==> config.mk <==
export PLATFORM = sky130hd
export DESIGN_NAME = bbfp_ctrl
export DESIGN_NICKNAME = d
export VERILOG_FILES = /design/src/rtl/core/bbfp_pkg.sv /design/src/rtl/core/bbfp_ctrl.sv
export SDC_FILE = /design/constraint.sdc
export NUM_CORES = 1
export LEC_CHECK = 0
export BUFFER_PORTS_ARGS = -buffer_cell sky130_fd_sc_hd__buf_2
export CORE_MARGIN = 2
export CORE_UTILIZATION = 25
export DETAILED_ROUTE_END_ITERATION = 6
export PLACE_DENSITY = 0.54
export SETUP_SLACK_MARGIN = 0.3
export SYNTH_ARGS = -nofsm -noshare
export SYNTH_HDL_FRONTEND = slang
export SYNTH_SLANG_ARGS = --single-unit
==> constraint.sdc <==
create_clock -name clk_i -period 2.7 [get_ports clk_i]
set_clock_uncertainty 0.2 [all_clocks]
set_input_delay 0.54 -clock clk_i [delete_from_list [all_inputs] [get_ports clk_i]]
set_output_delay 0.54 -clock clk_i [all_outputs]
set_load 0.005 [all_outputs]
==> src/rtl/core/bbfp_pkg.sv <==
// Shared types and constants of the bounding-box fit projector.
package bbfp_pkg;

  // Field and datapath widths fixed by the coordinate and pixel formats.
  localparam int unsigned LAT_W  = 28;
  localparam int unsigned LNG_W  = 29;
  localparam int unsigned DIM_W  = 32;
  localparam int unsigned SCL_W  = 64;
  localparam int unsigned HALF_W = 32;
  // Largest span is a longitude span, which fits the longitude width.
  localparam int unsigned SPAN_W = LNG_W;
  // Offset magnitude from a bound always fits the longitude width.
  localparam int unsigned MAG_W  = LNG_W;
  localparam int unsigned PROD_W = MAG_W + HALF_W;
  localparam int unsigned SUM_W  = MAG_W + SCL_W;
  localparam int unsigned NUM_AXES = 2;
  localparam int unsigned AXIS_X = 0;
  localparam int unsigned AXIS_Y = 1;

  // Request kinds carried in the input tuser.
  localparam logic [1:0] REQ_CLEAR   = 2'd0;
  localparam logic [1:0] REQ_ADD     = 2'd1;
  localparam logic [1:0] REQ_FINAL   = 2'd2;
  localparam logic [1:0] REQ_PROJECT = 2'd3;

  // Configuration register indexes.
  localparam logic [1:0] CFG_VIEW_WIDTH   = 2'd0;
  localparam logic [1:0] CFG_VIEW_HEIGHT  = 2'd1;
  localparam logic [1:0] CFG_EDGE_PADDING = 2'd2;

  // Configuration reset values in Q16.16 pixels.
  localparam logic [DIM_W-1:0] VIEW_WIDTH_RST   = 32'd78643200;
  localparam logic [DIM_W-1:0] VIEW_HEIGHT_RST  = 32'd52428800;
  localparam logic [DIM_W-1:0] EDGE_PADDING_RST = 32'd3276800;

  // Commands from the controller to the datapath.
  typedef struct packed {
    logic clear;
    logic add_point;
    logic scale_init;
    logic div_start;
    logic div_axis;
    logic scale_commit;
    logic capture;
    logic mul;
    logic sum;
    logic place;
  } bbfp_cmd_t;

  // Status from the datapath to the controller.
  typedef struct packed {
    logic span_x_zero;
    logic span_y_zero;
    logic div_done;
  } bbfp_status_t;

endpackage

==> src/rtl/core/bbfp_ctrl.sv <==
// Controller: request decode, scale sequencing and projection stepping.
module bbfp_ctrl import bbfp_pkg::*; (
  input  logic         clk_i,
  input  logic         rst_ni,
  input  logic         in_valid_i,
  output logic         in_ready_o,
  input  logic [1:0]   req_type_i,
  output logic         out_valid_o,
  input  logic         out_ready_i,
  input  bbfp_status_t status_i,
  output bbfp_cmd_t    cmd_o
);

  localparam logic [3:0] S_IDLE   = 4'd0;
  localparam logic [3:0] S_DIV_X  = 4'd1;
  localparam logic [3:0] S_WAIT_X = 4'd2;
  localparam logic [3:0] S_DIV_Y  = 4'd3;
  localparam logic [3:0] S_WAIT_Y = 4'd4;
  localparam logic [3:0] S_COMMIT = 4'd5;
  localparam logic [3:0] S_MUL    = 4'd6;
  localparam logic [3:0] S_SUM    = 4'd7;
  localparam logic [3:0] S_PLACE  = 4'd8;

  logic [3:0] state_q, state_d;
  logic       out_valid_q, out_valid_d;
  logic       accept;
  logic       out_free;

  assign in_ready_o = (state_q == S_IDLE);
  assign accept     = in_valid_i && in_ready_o;
  assign out_free   = !out_valid_q || out_ready_i;

  // Next state and command decode.
  always_comb begin
    state_d = state_q;
    cmd_o   = '0;
    unique case (state_q)
      S_IDLE: begin
        if (accept) begin
          unique case (req_type_i)
            REQ_CLEAR: cmd_o.clear = 1'b1;
            REQ_ADD:   cmd_o.add_point = 1'b1;
            REQ_FINAL: begin
              cmd_o.add_point  = 1'b1;
              cmd_o.scale_init = 1'b1;
              state_d          = S_DIV_X;
            end
            REQ_PROJECT: begin
              cmd_o.capture = 1'b1;
              state_d       = S_MUL;
            end
            default: ;
          endcase
        end
      end
      S_DIV_X: begin
        if (status_i.span_x_zero) begin
          state_d = S_DIV_Y;
        end else begin
          cmd_o.div_start = 1'b1;
          state_d         = S_WAIT_X;
        end
      end
      S_WAIT_X: begin
        if (status_i.div_done) state_d = S_DIV_Y;
      end
      S_DIV_Y: begin
        cmd_o.div_axis = 1'b1;
        if (status_i.span_y_zero) begin
          state_d = S_COMMIT;
        end else begin
          cmd_o.div_start = 1'b1;
          state_d         = S_WAIT_Y;
        end
      end
      S_WAIT_Y: begin
        if (status_i.div_done) state_d = S_COMMIT;
      end
      S_COMMIT: begin
        cmd_o.scale_commit = 1'b1;
        state_d            = S_IDLE;
      end
      S_MUL: begin
        cmd_o.mul = 1'b1;
        state_d   = S_SUM;
      end
      S_SUM: begin
        cmd_o.sum = 1'b1;
        state_d   = S_PLACE;
      end
      S_PLACE: begin
        if (out_free) begin
          cmd_o.place = 1'b1;
          state_d     = S_IDLE;
        end
      end
      default: state_d = S_IDLE;
    endcase
  end

  // The output register holds a result until the downstream side takes it.
  always_comb begin
    out_valid_d = out_valid_q;
    if (cmd_o.place) begin
      out_valid_d = 1'b1;
    end else if (out_ready_i) begin
      out_valid_d = 1'b0;
    end
  end

  always_ff @(posedge clk_i or negedge rst_ni) begin
    if (!rst_ni) begin
      state_q     <= S_IDLE;
      out_valid_q <= 1'b0;
    end else begin
      state_q     <= state_d;
      out_valid_q <= out_valid_d;
    end
  end

  assign out_valid_o = out_valid_q;

endmodule
# Word-level counts from Yosys, hierarchy flattened
# Index checks and enable logic that the tools add are counted.
[classes]
n_eq_ne = 16
mux = 27
reduce_logical = 8
[op_table]
columns = ["operator", "n"]
rows = [
  ["$pmux W4 S8", 1],
  ["$mux W1", 18],
  ["$eq A4 B3 Y1 const B", 4],
  ["$mux W4", 4],
  ["$eq A4 B2 Y1 const B", 2],
  ["$pmux W4 S2", 1],
  ["$mux W3", 2],
  ["$ne A2 B2 Y1 const B", 3],
  ["$reduce_and A5 Y1", 1],
  ["$eq A2 B2 Y1 const B", 2],
  ["$eq A4 B1 Y1 const B", 1],
  ["$eq A4 B4 Y1 const B", 1],
  ["$logic_not A4 Y1", 1],
  ["$ne A3 B1 Y1 const B", 1],
  ["$eq A2 B1 Y1 const B", 1],
  ["$logic_not A2 Y1", 1],
  ["$ne A2 B1 Y1 const B", 1],
  ["$pmux W1 S2", 1],
  ["$reduce_bool A2 Y1", 1],
  ["$reduce_or A2 Y1", 1],
  ["$logic_and A1 B1 Y1", 1],
  ["$logic_not A1 Y1", 1],
  ["$logic_or A1 B1 Y1", 1],
]
[totals]
reg_bits = 5
output_inout_bits = 12

# Longest topological paths before layout
[depth]
depth_word = 5
mapped_depth = 5
mapped_depth_nobuf = 5

# Least setup slack after synthesis
# Ideal clock, no wire load.
[synth_timing]
path_kind = "register to output"
startpoint = "reg state_q[0]"
endpoint = "out cmd_o[0] (netlist name)"
t_arrival_ps = 1270
t_required_ps = 1960
path_slack_ps = 690
path_stages_with_launch = 5
n_path_buf = 2
cell_sequence = "dfrtp_1 > buf_6 > or4b_4 > nor2b_2 > buf_4"
[synth_lines]
columns = ["element", "line", "text"]
rows = [
  ["start: declaration", "bbfp_ctrl.sv:24", "logic [3:0] state_q, state_d;"],
  ["start signal: assignment", "bbfp_ctrl.sv:116", "state_q <= state_d;"],
  ["end: declaration", "bbfp_ctrl.sv:11", "output bbfp_cmd_t cmd_o"],
]

==> metrics.cfg <==
[timing]
fin_ws_ns=0.409
setup_tns_ns=0
fin_crit_ns=2.29
period_share_pct=84.8
slew_viol_final=0
rsz0062_at_grt=false
worstMarginPinSlew_ns=0.374
relSlewSlack_pct=74.9
finalHoldViolCount=0
fmax_mhz=437
finalSetupViolCount=0
hold_slack_ns=0.326

[critical_path]
rrSetupSlack_ns=1.13
critPathLaunch=state_q[0]
arrival_ns=1.55
reg2regPathDepth=3
r2r-end=state_q[1]
path_delay_family=simple AND/OR/NAND/NOR gates
crit_path_max_fanout=11
critPathKind=reg -> out
critPathBufInv=1
worst-path-stages=3
required_ns=1.96
end_kind=output port
slowest_stage=or4b_4
max_stage_delay_ns=0.59
start_kind=flip-flop
cp_cell_sequence=or4b_4 -> nor2b_2 -> buf_2
timing.critical_path.to=cmd_o[0]
r2r-start=state_q[0]

[place]
dpl.hpwl_um=781
finalWeightedCongestion=0.657
post-place-ws_ns=0.623
io_buffers=20
dpl.cell_count=95

[yosys]
synth_top_area_cell=dfrtp_1
seq_area_frac_synth_pct=26.3
syn_avg_cell_area_um2=8.64
synth.area.top_cells=dfrtp_1 (26%), ha_1 (7.9%), and3_1 (5.3%)
netlist.area_leader.share_pct=26.3
syn_inst=55
synth_area_um2=475
ys_warn_count=0
yosysUniqueCellTypes=27
ys_ff_latch=5
synthArstFlopShare_pct=100
synthFlopType=dfrtp_1
synth_edf_count=0
synth_fp_nets=67

[floorplanning]
pin_count=21
die-height_um=47.6
start_util_pct=27.0
num_rows=15
coreArea_um2=1760
fp.dieW_um=47.6
dieArea_um2=2270

[finish]
synthToLayoutAreaGrowth_pct=28.4
fin_cells=100
drive_gt1_share_pct=41.3
diodes=0
final_nets=88

[grt]
grt_antenna_before_repair=0
grt_max_degree=13
grt_use_met3_pct=5.66
grt_pass1_wl_um=1570
grt_usage_pct=10.5
grt.busiest_layer=met2
grt_pass1_vias=387
grt_util_met1_pct=11.8
grt_overflow=0
grt_util_met2_pct=15.7

[clocking]
clk_pin_slew_ns=0.05
cts_setup_buffers=0
cts_tree=built
numCtsBuffers=3
root_buffer=clkbuf_4
clock_path_buffers=2
insertion_delay_ns=0.25
cts.sinks=5
htreeDepth=1

[route]
vias_per_cell=4.71
drc=0
avgRoutedWirePerCell_um=10.6
ant_nets=0
first_pass_iters=4
via_count=471
first_iter_violations=4
routed_wl_um=1060

[power_and_ir_drop]
p_per_area_nw_per_um2=839
power_leakage_uw=0.000325
ir_drop_uv=324

[min_path]
hp-class=reg -> reg

[outcome]
outcome=finished, final reports clean

[job]
drv_cap=0

-- state kept, by name, indices dropped and copies added, names as in the netlist --
name	count
out_valid_o	1
state_q	4
-- what timing repair did --
| action | in CTS | in global routing |
|---|---|---|
| resized for setup | 0 | 1 |
| hold buffers | 1 | 0 |
| hold endpoints to repair | 5 | 0 |
| endpoints found under the setup margin | 0 | 1 |
-- where the power goes --
part	switching [uW]	internal, uW	total, uW
Combinational	107	137	243
Sequential	74.5	103	177
Clock	35.5	56.2	91.6
Total	217	296	512
-- final cells by class --
class / instances / area, um2
Tap cell: 25 / 31.3
Timing Repair Buffer: 21 / 110
Multi-Input combinational cell: 43 / 309
Sequential cell: 5 / 126
Fill cell: 222 / 1150
Clock buffer: 4 / 26.3
Inverter: 2 / 7.51
-- placed cells by master (no fill, tap or decap), drive strengths merged, types with 2 or more instances in the layout --
master / n
clkbuf: 4
buf: 20
nor2: 6
nand2: 4
a21oi: 3
nand2b: 4
dfrtp: 5
and3: 5
ha: 3
inv: 2
o21ai: 4
-- cell families after synthesis --
logic type / synth area share [%]
and+or+nand+nor: 35.0
AOI/OAI and AO/OA: 17.6
buffers and inverters: 8.68
DFF: 26.3
adders and majority gates: 7.90
muxes: 4.47
-- Yosys cell counts (2+ instances only) --
| cell type | n |
|---|---|
| buf_2 | 3 |
| o21ai_0 | 4 |
| a21oi_1 | 3 |
| nand2b_1 | 4 |
| nand2_1 | 4 |
| ha_1 | 3 |
| dfrtp_1 | 5 |
| and3_1 | 4 |
| inv_1 | 2 |
| nor2_1 | 6 |
-- per-stage QoR --
stage          cell area, um2  power [uW]  util (%)
3_3_place_gp              573         421      32.5
2_1_floorplan             475         367         -
4_1_cts                   609         519      34.5
3_5_place_dp              573         421      32.5
6_report                  611         512      34.6
5_1_grt                   611         561      34.6
-- worst min path at each step --
stage / startpoint / end / slack, ns / depth (start not counted)
3_3_place_gp: rst_ni / state_q[3] / 0.16 / 1
2_1_floorplan: rst_ni / out_valid_o / 0.04 / 0
3_5_place_dp: rst_ni / state_q[3] / 0.16 / 1
5_1_grt: out_valid_o / out_valid_o / 0.40 / 2
6_report: out_valid_o / out_valid_o / 0.33 / 2
4_1_cts: out_valid_o / out_valid_o / 0.33 / 2
-- worst min-delay path: stages, from the launching register on --
cell,delay [ns]
dfrtp_1,0.33
nand2b_1,0.09
nand2_1,0.07
-- layer usage --
metal / share of wire [%] / vias up
met5: 0 / -
met1: 47 / 212
met4: 2.7 / 0
li1: - / 233
met3: 8.4 / 4
met2: 42 / 22
Note: power is estimated with default switching activity, not from simulation.
